==> config.mk <==
export PLATFORM = sky130hd
export DESIGN_NAME = c_comment_stripper_flat
export DESIGN_NICKNAME = d
export VERILOG_FILES = /design/src/hw/rtl/ccs_pkg.sv /design/src/hw/rtl/ccs_in_if.sv /design/src/hw/rtl/ccs_out_if.sv /design/src/hw/rtl/c_comment_stripper.sv /design/src/hw/rtl/ccs_front.sv /design/src/hw/rtl/ccs_queue.sv /design/src/hw/rtl/ccs_back.sv /design/src/flat_wrapper.sv
export VERILOG_INCLUDE_DIRS = /design/src /design/src/hw/rtl
export SDC_FILE = /design/constraint.sdc
export NUM_CORES = 1
export LEC_CHECK = 0
export ABC_AREA = 0
export BUFFER_PORTS_ARGS = -buffer_cell sky130_fd_sc_hd__buf_2
export CAP_MARGIN = 20
export CELL_PAD_IN_SITES_DETAIL_PLACEMENT = 1
export CELL_PAD_IN_SITES_GLOBAL_PLACEMENT = 2
export CORE_MARGIN = 2
export CORE_UTILIZATION = 43
export CTS_CLUSTER_SIZE = 12
export DETAILED_ROUTE_END_ITERATION = 10
export PLACE_DENSITY_LB_ADDON = 0.1
export SLEW_MARGIN = 40
export SYNTH_ARGS = -nofsm -noshare
export SYNTH_HDL_FRONTEND = slang
export SYNTH_SLANG_ARGS = --single-unit
==> constraint.sdc <==
create_clock -name clk -period 12.1 [get_ports clk]
set_input_delay 2.42 -clock clk [delete_from_list [all_inputs] [get_ports clk]]
set_output_delay 2.42 -clock clk [all_outputs]
set_load 0.05 [all_outputs]
==> src/hw/rtl/assert_macros.svh <==
// Concurrent assertion helpers; clk and rst_n must be visible at the use site.
`ifndef ASSERT_MACROS_SVH
`define ASSERT_MACROS_SVH

// Invariant checked at every rising clock edge outside reset.
`define CCS_ASSERT(lbl, expr, msg) \
  lbl: assert property (@(posedge clk) disable iff (!rst_n) (expr)) else $error(msg);

// Same-cycle implication checked outside reset.
`define CCS_ASSERT_IMP(lbl, ante, cons, msg) \
  lbl: assert property (@(posedge clk) disable iff (!rst_n) (ante) |-> (cons)) else $error(msg);

`endif

==> src/hw/rtl/ccs_pkg.sv <==
package ccs_pkg;

  localparam int MAX_RES     = 4;
  localparam int CNT_W       = $clog2(MAX_RES + 1);
  localparam int SUB_W       = $clog2(MAX_RES);
  localparam int QUEUE_DEPTH = 2;
  localparam int QPTR_W      = $clog2(QUEUE_DEPTH);
  localparam int QCNT_W      = $clog2(QUEUE_DEPTH + 1);

  localparam logic [7:0] CH_SLASH = 8'h2F;
  localparam logic [7:0] CH_STAR  = 8'h2A;
  localparam logic [7:0] CH_BANG  = 8'h21;
  localparam logic [7:0] CH_NL    = 8'h0A;

  typedef enum logic [5:0] {
    M_NORMAL = 6'b000001,
    M_SLASH  = 6'b000010,
    M_SLASH2 = 6'b000100,
    M_LINE   = 6'b001000,
    M_BLOCK  = 6'b010000,
    M_BSTAR  = 6'b100000
  } mode_t;

  typedef struct packed {
    logic [7:0] data;
    logic       has_byte;
    logic       last;
    logic       error;
  } res_t;

  // All results caused by one input beat.
  typedef struct packed {
    res_t [MAX_RES-1:0] res;
    logic [CNT_W-1:0]   cnt;
  } entry_t;

endpackage

==> src/hw/rtl/ccs_in_if.sv <==
interface ccs_in_if;
  logic       valid;
  logic       ready;
  logic [7:0] in_byte;
  logic       in_last;

  modport source (output valid, output in_byte, output in_last, input ready);
  modport sink (input valid, input in_byte, input in_last, output ready);
endinterface

==> src/hw/rtl/ccs_out_if.sv <==
interface ccs_out_if;
  logic       valid;
  logic       ready;
  logic [7:0] out_byte;
  logic       out_has_byte;
  logic       out_last;
  logic       out_error;

  modport source (output valid, output out_byte, output out_has_byte, output out_last,
                  output out_error, input ready);
  modport sink (input valid, input out_byte, input out_has_byte, input out_last,
                input out_error, output ready);
endinterface

==> src/hw/rtl/c_comment_stripper.sv <==
// An input beat's results are held in a queue entry, then in the output register.
// Throughput: one input beat per cycle while each byte yields at most one result and
// the output is not stalled; a byte yielding k results (k up to 4) holds the single
// output register for each result in turn, absorbed by a 2-entry queue before the
// input stalls. Comment bytes yield nothing. Reset: synchronous, active-low rst_n
// clears scan mode, held newline, queue and output valid.
module c_comment_stripper
  import ccs_pkg::*;
(
  input  logic       clk,
  input  logic       rst_n,
  ccs_in_if.sink     in_ch,
  ccs_out_if.source  out_ch
);

  logic   push_valid, push_ready;
  entry_t push_entry;
  logic   head_valid, pop;
  entry_t head_entry;

  ccs_front u_front (
    .clk        (clk),
    .rst_n      (rst_n),
    .in_ch      (in_ch),
    .push_valid (push_valid),
    .push_entry (push_entry),
    .push_ready (push_ready)
  );

  ccs_queue u_queue (
    .clk        (clk),
    .rst_n      (rst_n),
    .push_valid (push_valid),
    .push_entry (push_entry),
    .push_ready (push_ready),
    .head_valid (head_valid),
    .head_entry (head_entry),
    .pop        (pop)
  );

  ccs_back u_back (
    .clk        (clk),
    .rst_n      (rst_n),
    .head_valid (head_valid),
    .head_entry (head_entry),
    .pop        (pop),
    .out_ch     (out_ch)
  );

endmodule

==> src/hw/rtl/ccs_front.sv <==
module ccs_front
  import ccs_pkg::*;
(
  input  logic   clk,
  input  logic   rst_n,
  ccs_in_if.sink in_ch,
  output logic   push_valid,
  output entry_t push_entry,
  input  logic   push_ready
);

  typedef struct packed {
    res_t [MAX_RES-1:0] res;
    logic [CNT_W-1:0]   cnt;
    logic               held;
    mode_t              mode;
  } acc_t;

  function automatic res_t mk_byte(logic [7:0] b);
    res_t r;
    r.data     = b;
    r.has_byte = 1'b1;
    r.last     = 1'b0;
    r.error    = 1'b0;
    return r;
  endfunction

  function automatic acc_t acc_put(acc_t a, res_t r);
    acc_t o;
    o = a;
    if (a.cnt < CNT_W'(MAX_RES)) begin
      o.res[a.cnt[SUB_W-1:0]] = r;
      o.cnt = a.cnt + CNT_W'(1);
    end
    return o;
  endfunction

  // Newlines are held back since the stream's final one is dropped.
  function automatic acc_t acc_emit(acc_t a, logic [7:0] b);
    acc_t o;
    o = a;
    if (b == CH_NL) begin
      if (a.held) o = acc_put(o, mk_byte(CH_NL));
      o.held = 1'b1;
    end else begin
      if (a.held) begin
        o = acc_put(o, mk_byte(CH_NL));
        o.held = 1'b0;
      end
      o = acc_put(o, mk_byte(b));
    end
    return o;
  endfunction

  function automatic acc_t acc_scan(acc_t a, logic [7:0] c);
    acc_t o;
    o = a;
    case (a.mode)
      M_SLASH: begin
        if (c == CH_SLASH) begin
          o.mode = M_SLASH2;
        end else if (c == CH_STAR) begin
          o.mode = M_BLOCK;
        end else begin
          o = acc_emit(acc_emit(o, CH_SLASH), c);
          o.mode = M_NORMAL;
        end
      end
      M_SLASH2: begin
        if (c == CH_BANG) begin
          o = acc_emit(acc_emit(acc_emit(o, CH_SLASH), CH_SLASH), CH_BANG);
          o.mode = M_NORMAL;
        end else if (c == CH_NL) begin
          o = acc_emit(o, CH_NL);
          o.mode = M_NORMAL;
        end else begin
          o.mode = M_LINE;
        end
      end
      M_LINE: begin
        if (c == CH_NL) begin
          o = acc_emit(o, CH_NL);
          o.mode = M_NORMAL;
        end
      end
      M_BLOCK: begin
        if (c == CH_STAR) o.mode = M_BSTAR;
      end
      M_BSTAR: begin
        if (c == CH_SLASH) begin
          o.mode = M_NORMAL;
        end else if (c != CH_STAR) begin
          o.mode = M_BLOCK;
        end
      end
      default: begin
        if (c == CH_SLASH) begin
          o.mode = M_SLASH;
        end else begin
          o = acc_emit(o, c);
          o.mode = M_NORMAL;
        end
      end
    endcase
    return o;
  endfunction

  mode_t            mode_r, mode_nxt;
  logic             held_r, held_nxt;
  acc_t             acc0, acc1, acc2, acc3;
  res_t             marker;
  logic [SUB_W-1:0] tail_idx;
  logic             accept;

  always_comb begin
    acc0.res  = '0;
    acc0.cnt  = '0;
    acc0.held = held_r;
    acc0.mode = mode_r;
    acc1 = acc_scan(acc0, in_ch.in_byte);
    acc2 = (in_ch.in_last && (in_ch.in_byte != CH_NL)) ? acc_scan(acc1, CH_NL) : acc1;
    tail_idx = SUB_W'(acc2.cnt - CNT_W'(1));
    marker.data     = '0;
    marker.has_byte = 1'b0;
    marker.last     = 1'b1;
    marker.error    = 1'b0;
    acc3 = acc2;
    if (in_ch.in_last) begin
      if ((acc2.mode == M_BLOCK) || (acc2.mode == M_BSTAR)) begin
        marker.error = 1'b1;
        acc3 = acc_put(acc2, marker);
      end else if (acc2.cnt != '0) begin
        acc3.res[tail_idx].last = 1'b1;
      end else begin
        acc3 = acc_put(acc2, marker);
      end
    end
  end

  assign accept         = in_ch.valid && in_ch.ready;
  assign in_ch.ready    = push_ready;
  assign push_valid     = in_ch.valid && (acc3.cnt != '0);
  assign push_entry.res = acc3.res;
  assign push_entry.cnt = acc3.cnt;

  always_comb begin
    mode_nxt = mode_r;
    held_nxt = held_r;
    if (accept) begin
      if (in_ch.in_last) begin
        mode_nxt = M_NORMAL;
        held_nxt = 1'b0;
      end else begin
        mode_nxt = acc2.mode;
        held_nxt = acc2.held;
      end
    end
  end

  always_ff @(posedge clk) begin
    if (!rst_n) begin
      mode_r <= M_NORMAL;
      held_r <= 1'b0;
    end else begin
      mode_r <= mode_nxt;
      held_r <= held_nxt;
    end
  end

endmodule

==> src/hw/rtl/ccs_queue.sv <==
`include "assert_macros.svh"

module ccs_queue
  import ccs_pkg::*;
(
  input  logic   clk,
  input  logic   rst_n,
  input  logic   push_valid,
  input  entry_t push_entry,
  output logic   push_ready,
  output logic   head_valid,
  output entry_t head_entry,
  input  logic   pop
);

  entry_t              mem_r [QUEUE_DEPTH];
  logic [QPTR_W-1:0]   wr_ptr_r, rd_ptr_r;
  logic [QCNT_W-1:0]   count_r, count_nxt;
  logic                push;

  assign push_ready = (count_r < QCNT_W'(QUEUE_DEPTH));
  assign push       = push_valid && push_ready;
  assign head_valid = (count_r != '0);
  assign head_entry = mem_r[rd_ptr_r];

  always_comb begin
    count_nxt = count_r;
    if (push && !pop) count_nxt = count_r + QCNT_W'(1);
    if (!push && pop) count_nxt = count_r - QCNT_W'(1);
  end

  always_ff @(posedge clk) begin
    if (push) mem_r[wr_ptr_r] <= push_entry;
  end

  always_ff @(posedge clk) begin
    if (!rst_n) begin
      wr_ptr_r <= '0;
      rd_ptr_r <= '0;
      count_r  <= '0;
    end else begin
      if (push) wr_ptr_r <= wr_ptr_r + QPTR_W'(1);
      if (pop) rd_ptr_r <= rd_ptr_r + QPTR_W'(1);
      count_r <= count_nxt;
    end
  end

  `CCS_ASSERT(a_cnt_bound, count_r <= QCNT_W'(QUEUE_DEPTH), "queue count above depth")
  `CCS_ASSERT_IMP(a_empty_ptrs, count_r == '0, wr_ptr_r == rd_ptr_r, "empty queue, pointers differ")

endmodule

==> src/hw/rtl/ccs_back.sv <==
`include "assert_macros.svh"

module ccs_back
  import ccs_pkg::*;
(
  input  logic       clk,
  input  logic       rst_n,
  input  logic       head_valid,
  input  entry_t     head_entry,
  output logic       pop,
  ccs_out_if.source  out_ch
);

  logic [SUB_W-1:0] sub_r, sub_nxt;
  res_t             out_res_r;
  logic             out_valid_r, out_valid_nxt;
  logic             load;
  logic             final_res;

  assign load      = head_valid && (!out_valid_r || out_ch.ready);
  assign final_res = ((CNT_W'(sub_r) + CNT_W'(1)) == head_entry.cnt);
  assign pop       = load && final_res;

  always_comb begin
    sub_nxt       = sub_r;
    out_valid_nxt = out_valid_r;
    if (out_ch.ready) out_valid_nxt = 1'b0;
    if (load) begin
      out_valid_nxt = 1'b1;
      sub_nxt       = final_res ? '0 : sub_r + SUB_W'(1);
    end
  end

  always_ff @(posedge clk) begin
    if (load) out_res_r <= head_entry.res[sub_r];
  end

  always_ff @(posedge clk) begin
    if (!rst_n) begin
      sub_r       <= '0;
      out_valid_r <= 1'b0;
    end else begin
      sub_r       <= sub_nxt;
      out_valid_r <= out_valid_nxt;
    end
  end

  assign out_ch.valid        = out_valid_r;
  assign out_ch.out_byte     = out_res_r.data;
  assign out_ch.out_has_byte = out_res_r.has_byte;
  assign out_ch.out_last     = out_res_r.last;
  assign out_ch.out_error    = out_res_r.error;

  `CCS_ASSERT_IMP(a_head_cnt, head_valid, (head_entry.cnt != '0) && (head_entry.cnt <= CNT_W'(MAX_RES)), "bad entry count")
  `CCS_ASSERT_IMP(a_sub_range, head_valid, CNT_W'(sub_r) < head_entry.cnt, "result index past entry")
  `CCS_ASSERT_IMP(a_err_marker, out_valid_r && out_res_r.error, out_res_r.last && !out_res_r.has_byte, "error beat malformed")

endmodule
==> src/flat_wrapper.sv <==
// flat-port wrapper written by rule: the top's interface ports become plain ports
module c_comment_stripper_flat import ccs_pkg::*;
  (clk, rst_n, in_ch_valid, in_ch_in_byte, in_ch_in_last, in_ch_ready, out_ch_valid, out_ch_out_byte, out_ch_out_has_byte, out_ch_out_last, out_ch_out_error, out_ch_ready);
  ccs_in_if in_ch_i ();
  ccs_out_if out_ch_i ();
  input  logic clk;
  input  logic rst_n;
  input wire logic [$bits(in_ch_i.valid)-1:0] in_ch_valid;
  input wire logic [$bits(in_ch_i.in_byte)-1:0] in_ch_in_byte;
  input wire logic [$bits(in_ch_i.in_last)-1:0] in_ch_in_last;
  output wire logic [$bits(in_ch_i.ready)-1:0] in_ch_ready;
  output wire logic [$bits(out_ch_i.valid)-1:0] out_ch_valid;
  output wire logic [$bits(out_ch_i.out_byte)-1:0] out_ch_out_byte;
  output wire logic [$bits(out_ch_i.out_has_byte)-1:0] out_ch_out_has_byte;
  output wire logic [$bits(out_ch_i.out_last)-1:0] out_ch_out_last;
  output wire logic [$bits(out_ch_i.out_error)-1:0] out_ch_out_error;
  input wire logic [$bits(out_ch_i.ready)-1:0] out_ch_ready;
  assign in_ch_i.valid = in_ch_valid;
  assign in_ch_i.in_byte = in_ch_in_byte;
  assign in_ch_i.in_last = in_ch_in_last;
  assign in_ch_ready = in_ch_i.ready;
  assign out_ch_valid = out_ch_i.valid;
  assign out_ch_out_byte = out_ch_i.out_byte;
  assign out_ch_out_has_byte = out_ch_i.out_has_byte;
  assign out_ch_out_last = out_ch_i.out_last;
  assign out_ch_out_error = out_ch_i.out_error;
  assign out_ch_i.ready = out_ch_ready;
  c_comment_stripper u_core (.clk(clk), .rst_n(rst_n), .in_ch(in_ch_i), .out_ch(out_ch_i));
endmodule
==> results.md, run 1 <==
- Drt drc: 0
- Syn-to-layout area delta: 10.9%
- Combinational Power Share: 0.288
- Post-synthesis sequential area ratio: 0.537
- Top-count cell post-synth: edfxtp_1
- H-tree Lvls: 3
- Warnings from Yosys: 0
- Fin area: 6510 sq um
- Synth top area cells: edfxtp_1 49%, mux4_2 6.5%, dfxtp_1 5.1%
- Die W: 121 um
- CTS Buf Count: 9
- DR WL/cell: 21.6 um
- Via density: 5.83
- Post-synth top area cell: edfxtp_1
- Final hold violation count: 0
- Worst hold path type: flop to flop
- Vias in the first global route: 4092
- Distinct cell type count after synthesis: 68
- Synth Cell Area: 5870 sq um
- All-Layer GR Usage: 0.213
- Die height: 121 um
- Synthesized flop and latch total: 110
- Ant diodes: 0
- Outcome: finished, final reports clean
- Critical path peak fanout: 12
- Syn_nets: 505
- RSZ-0062 raised after global routing: no
- Global placer's final weighted congestion: 0.811
- Worst EP required: 12.38 ns
- Fin crit period: 8.42 ns
- Max-cap viol count: 0
- Fill cells: 1364
- Antenna-violating nets left: 0
- Root buffer cell: clkbuf_16
- Core Footprint: 13300 sq um
- Total Routed Length: 14600 um
- Syn Inst Count: 475
- Prevailing post-synth register cell: edfxtp_1
- Final setup viols: 0
- CTS Sinks: 110
- I/O pins: 26
- Post-CTS Hold Fix Bufs: 0
- Critical path arrival: 8.71 ns
- Pwr dens: 180 nW/um^2
- Startpoint types: primary input
- Nets: 526
- Placed wire-length estimate: 10600 um
- I/O Buffers: 25
- TritonCTS clock tree: done
- HP Start: u_core.u_queue.count_r[1]
- Initial Util: 0.442
- CTS clock-pin slew for the worst setup and hold paths: 0.07 ns
- Worst-Margin Slew: 0.801 ns
- Peak supply drop: 0.0767 mV
- Total gr overflow: 0
- Clock network power share: 0.261
- Share of layout cells above drive strength 1: 0.192
- Slew headroom: 0.459
- FFs w/ async S/R, synth: 0
- CP Class: primary input to flop
- Clock Latency Late Sink: 0.36 ns
- Yosys top cell area share: 0.486
- Flop pwr share: 0.451
- 1st-pass router iterations: 4
- Worst r2r src: u_core.u_front.held_r
- Tcrit/Tclk final: 0.696
- Setup crit end kind: flop
- Reg-to-reg setup timing slack: 6.04 ns
- Max Buffers Root-to-Sink: 2
- Avg Cell Area, Syn: 12.4 sq um
- Power Internal: 790 uW
- # Post-CTS Setup Buffers: 0
- Sw Share: 0.326
- Leakage: 2.23 nW
- Net Sw Power: 383 uW
- First-pass GRT wire length: 23400 um
- Slew Limit Fails: 0
- Highest Clock Rate: 119 MHz
- Largest net degree at the start of global routing: 43
- Initial antenna violation count: 0
- Placed Area: 6200 sq um
- Launch point of the worst path: in_ch_in_byte[5]
- Fin Clk Skew: 0.00902 ns
- Setup TNS: 0 ns
- DIE AREA: 14600 sq um
- Top post-synthesis cells by count: 95 x edfxtp_1, 31 x nand2_1, 25 x a21oi_1
- DR vias: 3947
- Rows: 42
- Post-synth EDFFs: 95
- Iter 0 DRT Violations: 271
- Post-CTS sizing: 0
## metal layers
layer | vias to the layer above | GRT usage | routed length [um]
met5 | - | 0 | 0
met4 | 0 | 0.0545 | 163
met3 | 14 | 0.0338 | 413
met2 | 52 | 0.346 | 7110
met1 | 2012 | 0.299 | 6900
li1 | 1869 | - | -
## metrics by stage
| stage | instances | hold slack (ns) | power, mW | utilization | setup WS [ns] |
|---|---|---|---|---|---|
| final | 677 | 0.583 | 1.17 | 0.490 | 3.68 |
| after global routing | 677 | 0.644 | 1.23 | 0.490 | 3.05 |
| after CTS | 677 | 0.590 | 1.19 | 0.490 | 3.68 |
| after detailed placement | 661 | 0.580 | 0.883 | 0.467 | 3.34 |
| after global placement | 661 | 0.560 | 0.868 | 0.466 | 3.70 |
| after floorplan | 475 | 0.503 | 0.795 | - | 1.86 |
## layout by cell type (no fill, tap or decap), types with 8 or more instances in the layout
cell / Yosys / routed
a21oi_1: 25 / 25
and2_1: 14 / 14
and3_1: 12 / 12
buf_2: 5 / 25
clkbuf_16: 0 / 9
dfxtp_1: 15 / 15
edfxtp_1: 95 / 95
ha_1: 17 / 17
inv_1: 19 / 19
mux2_2: 8 / 8
mux2i_1: 12 / 12
mux4_2: 17 / 17
nand2_1: 31 / 31
nand3_1: 15 / 15
nor2_1: 24 / 24
nor2b_1: 12 / 12
nor3_1: 11 / 11
o21ai_0: 10 / 10
xnor2_1: 8 / 8
## sequential cells by signal (all words and copies together), names as in the netlist, 2 cells and up, named ones only
register and cells:
u_core.u_queue.mem_r 84, u_core.u_back.out_ch.out_byte 8, u_core.u_front.mode_r 6, u_core.u_queue.count_r 2
u_core.u_back.sub_r 2
## path summary, 6_finish.rpt
path              depth (start not counted)                   endpoint
hold reg to reg                           2  u_core.u_queue.count_r[1]
hold / removal                            2  u_core.u_queue.count_r[1]
setup reg to reg                         22  u_core.u_queue.count_r[1]
setup / recovery                         23  u_core.u_queue.count_r[1]
## layout make-up
| type | count | area, sq um | share of cell area |
|---|---|---|---|
| Clock inverter | 7 | 81.3 | 0.0125 |
| Inverter | 22 | 82.6 | 0.0127 |
| Sequential cell | 110 | 3150 | 0.484 |
| Multi-Input combinational cell | 321 | 2570 | 0.395 |
| Clock buffer | 9 | 225 | 0.0346 |
| Tap cell | 176 | 220 | 0.0338 |
| Timing Repair Buffer | 32 | 178 | 0.0273 |
## critical path: stages
cell	delay [ns]
buf_2	0.18
nor3_1	0.39
nand3_1	0.32
inv_1	0.17
ha_1	0.20
inv_1	0.05
o311ai_0	0.68
a221oi_4	0.20
inv_2	0.15
ha_1	0.18
a41oi_1	0.05
o2111a_1	0.41
a31oi_1	0.23
o221ai_2	0.15
xnor2_1	0.46
inv_1	0.19
ha_1	0.31
or4b_4	0.56
o22ai_1	0.44
a21o_1	0.20
ha_1	0.25
or3_1	0.35
a21boi_0	0.16
## cell families after synthesis
family | count (synthesis) | share of synthesized area
AO/OA/AOI/OAI | 101 | 0.132
AND/OR/NAND/NOR | 155 | 0.147
flip-flops | 110 | 0.537
multiplexers | 37 | 0.101
buffers and inverters | 44 | 0.0305
adder cells (fa/ha/maj) | 17 | 0.0362
XOR/XNOR | 11 | 0.0164
## power groups by stage
stage | Sequential, mW | Combinational, mW | Clock, mW
floorplan | 0.607 | 0.188 | 0
global placement | 0.533 | 0.335 | 0
detailed placement | 0.538 | 0.345 | 0
CTS | 0.531 | 0.346 | 0.312
global route | 0.537 | 0.367 | 0.325
finish | 0.529 | 0.337 | 0.306
Note: power is estimated with default switching activity, not from simulation.
==> run 2: changes to the inputs <==
--- a/config.mk
+++ b/config.mk
@@ -6,13 +6,13 @@
 export SDC_FILE = /design/constraint.sdc
 export NUM_CORES = 1
 export LEC_CHECK = 0
-export ABC_AREA = 0
+export ABC_AREA = 1
 export BUFFER_PORTS_ARGS = -buffer_cell sky130_fd_sc_hd__buf_2
 export CAP_MARGIN = 20
 export CELL_PAD_IN_SITES_DETAIL_PLACEMENT = 1
 export CELL_PAD_IN_SITES_GLOBAL_PLACEMENT = 2
 export CORE_MARGIN = 2
-export CORE_UTILIZATION = 43
+export CORE_UTILIZATION = 35
 export CTS_CLUSTER_SIZE = 12
 export DETAILED_ROUTE_END_ITERATION = 10
 export PLACE_DENSITY_LB_ADDON = 0.1
==> constraint.sdc (replaced) <==
create_clock -name clk -period 7 [get_ports clk]
set_input_delay 1.4 -clock clk [delete_from_list [all_inputs] [get_ports clk]]
set_output_delay 1.4 -clock clk [all_outputs]
set_load 0.05 [all_outputs]
==> run 2 against run 1 <==
Highest routed layer unchanged. Largest power group unchanged. Register-to-register slack lost 4.4 ns. Clock-buffer cell count is the same. Critical path type unchanged. Non-clock buffer count shrank 2.
==> results.md, run 2 <==
- Placed wire-length estimate: 12100 um (was 10600 um)
- Rows: 47 (was 42)
- Root buffer cell: clkbuf_16 (unchanged)
- Total gr overflow: 0 (unchanged)
- Post-synth EDFFs: 95 (unchanged)
- Reg-to-reg setup timing slack: 1.63 ns (was 6.04 ns)
- Syn-to-layout area delta: 10.3% (was 10.9%)
- Top post-synthesis cells by count: 120 x nand2_1, 95 x edfxtp_1, 91 x nor2_1 (was 95 x edfxtp_1, 31 x nand2_1, 25 x a21oi_1)
- Clock Latency Late Sink: 0.35 ns (was 0.36 ns)
- DIE AREA: 18200 sq um (was 14600 sq um)
- CTS Sinks: 110 (unchanged)
- RSZ-0062 raised after global routing: no (unchanged)
- Highest Clock Rate: 172 MHz
- Fill cells: 1950 (was 1364)
- 1st-pass router iterations: 4 (unchanged)
- Fin crit period: 5.80 ns
- Critical path peak fanout: 42 (was 12)
- Post-CTS sizing: 0 (unchanged)
- Share of layout cells above drive strength 1: 0.154 (was 0.192)
- Final hold violation count: 0 (unchanged)
- Max Buffers Root-to-Sink: 2 (unchanged)
- CTS Buf Count: 9 (unchanged)
- Max reg flops: 84 (unchanged)
- Warnings from Yosys: 0 (unchanged)
- # Post-CTS Setup Buffers: 0 (unchanged)
- Outcome: finished, final reports clean (unchanged)
- H-tree Lvls: 3 (unchanged)
- Post-synth top area cell: edfxtp_1 (unchanged)
- Largest net degree at the start of global routing: 44 (was 43)
- Nets: 715 (was 526)
- Die W: 135 um (was 121 um)
- Slew Limit Fails: 0 (unchanged)
- Final total power: 2.04 mW (was 1.17 mW)
- Setup TNS: 0 ns (unchanged)
- Iter 0 DRT Violations: 259 (was 271)
- Syn_nets: 695 (was 505)
- Post-CTS Hold Fix Bufs: 0 (unchanged)
- TritonCTS clock tree: done (unchanged)
- Drt drc: 0 (unchanged)
- Top-count cell post-synth: nand2_1 (was edfxtp_1)
- First-pass GRT wire length: 26100 um (was 23400 um)
- Peak supply drop: 0.201 mV (was 0.0767 mV)
- Commonest non-fill, non-tap cell in the layout: nand2_1 (was edfxtp_1)
- Worst hold path type: flop to flop (unchanged)
- Final setup viols: 0 (unchanged)
- Slew headroom: 0.462 (was 0.459)
- Tcrit/Tclk final: 0.829
- I/O pins: 26 (unchanged)
- Prevailing post-synth register cell: edfxtp_1 (unchanged)
- Initial antenna violation count: 0 (unchanged)
- Critical path arrival: 5.79 ns (was 8.71 ns)
- FFs w/ async S/R, synth: 0 (unchanged)
- Die height: 135 um (was 121 um)
- Vias in the first global route: 4712 (was 4092)
- Fin Clk Skew: 0.00907 ns (was 0.00902 ns)
- Pwr dens: 309 nW/um^2 (was 180 nW/um^2)
- Worst-Margin Slew: 0.806 ns (was 0.801 ns)
- Total Routed Length: 16300 um (was 14600 um)
- Ant diodes: 0 (unchanged)
- DR WL/cell: 17.9 um (was 21.6 um)
- Global placer's final weighted congestion: 0.842 (was 0.811)
- Synthesized flop and latch total: 110 (unchanged)
- Commonest cells after routing, fill and taps aside: 120 x nand2_1, 95 x edfxtp_1, 90 x nor2_1, 75 x inv_1, 62 x o21ai_0 (was 95 x edfxtp_1, 31 x nand2_1, 25 x a21oi_1, 25 x buf_2, 24 x nor2_1)
- Max-cap viol count: 0 (unchanged)
- Setup crit end kind: flop (unchanged)
- Synth top area cells: edfxtp_1 48%, nand2_1 7.5%, nor2_1 5.7% (was edfxtp_1 49%, mux4_2 6.5%, dfxtp_1 5.1%)
- CTS clock-pin slew for the worst setup and hold paths: 0.07 ns (about the same)
- Avg Cell Area, Syn: 9.02 sq um (was 12.4 sq um)
- All-Layer GR Usage: 0.188 (was 0.213)
- Startpoint types: primary input (unchanged)
- DR vias: 4599 (was 3947)
- Yosys top cell area share: 0.476 (was 0.486)
- Core Footprint: 16600 sq um (was 13300 sq um)
- Leakage: 2.76 nW (was 2.23 nW)
- Via density: 5.06 (was 5.83)
- Synth Cell Area: 6000 sq um (was 5870 sq um)
- Syn Inst Count: 665 (was 475)
- Antenna-violating nets left: 0 (unchanged)
- I/O Buffers: 25 (unchanged)
- Worst EP required: 6.99 ns (was 12.38 ns)
- Post-synthesis sequential area ratio: 0.526 (was 0.537)
- Distinct cell type count after synthesis: 44 (was 68)
- Initial Util: 0.360 (was 0.442)
- CP Class: primary input to flop (unchanged)
- Reg with most FFs: u_core.u_queue.mem_r (unchanged)
## run 2: routing by layer
layer / track usage / wire (um)
met1: 0.259 / 7860
met2: 0.302 / 7590
met3: 0.0236 / 363
met4: 0.0760 / 456
met5: 0 / 0
## run 2: cells by family after synthesis
group,synth area share
adder cells (fa/ha/maj),0.0355
buffers and inverters,0.0722
XOR/XNOR,0.00584
flip-flops,0.526
AO/OA/AOI/OAI,0.125
AND/OR/NAND/NOR,0.234
multiplexers,0.00167
## run 2: cell type report
cell class / instances / area, sq um / area share
Tap cell: 220 / 275 / 0.0416
Sequential cell: 110 / 3150 / 0.477
Clock buffer: 9 / 225 / 0.0341
Multi-Input combinational cell: 446 / 2420 / 0.366
Clock inverter: 6 / 47.5 / 0.00719
Inverter: 88 / 330 / 0.0500
Timing Repair Buffer: 30 / 163 / 0.0246
## run 2: path summary, 6_finish.rpt
| check | startpoint | endpoint | depth (start not counted) |
|---|---|---|---|
| worst min-delay path | u_core.u_queue.rd_ptr_r | flop | 2 |
| worst min register to register | u_core.u_queue.rd_ptr_r | flop | 2 |
| worst max register to register | u_core.u_front.held_r | u_core.u_queue.mem_r[0][35] | 24 |
| worst max-delay path | in_ch_in_byte[7] | u_core.u_queue.mem_r[0][35] | 28 |
## run 2: stage by stage
| step | setup slack (ns) | hold WS, ns | utilization | instances | cell area (sq um) |
|---|---|---|---|---|---|
| 2_1_floorplan | 0.281 | 0.471 | - | 665 | 6000 |
| 6_report | 1.20 | 0.510 | 0.397 | 909 | 6610 |
| 3_5_place_dp | 0.803 | 0.493 | 0.381 | 894 | 6340 |
| 3_3_place_gp | 1.04 | 0.486 | 0.381 | 894 | 6340 |
| 4_1_cts | 1.16 | 0.515 | 0.397 | 909 | 6610 |
| 5_1_grt | 0.670 | 0.543 | 0.397 | 909 | 6610 |
## run 2: where the power goes
part / leakage [nW] / internal [mW] / switching [mW]
sequential: 1.02 / 0.861 / 0.0499
combinational: 1.61 / 0.167 / 0.486
clock: 0.127 / 0.243 / 0.233
## run 2: critical path, cell delays in order
cell and delay (ns):
buf_2 0.13, nor2_2 0.19, nand3_1 0.14, nor2_4 0.21
inv_1 0.16, ha_1 0.34, nor2_1 0.11, nand3_1 0.09
nand3_2 0.15, inv_1 0.07, ha_1 0.30, o21ai_2 0.22
inv_1 0.10, ha_1 0.28, inv_1 0.04, nand2_2 0.06
nand2_2 0.06, a21oi_4 0.17, ha_1 0.29, nor2_2 0.07
inv_1 0.13, nand3_1 0.11, nand2_1 0.07, nand2_1 0.08
nand3_2 0.11, nand2_1 0.11, nor2_4 0.09, buf_4 0.47
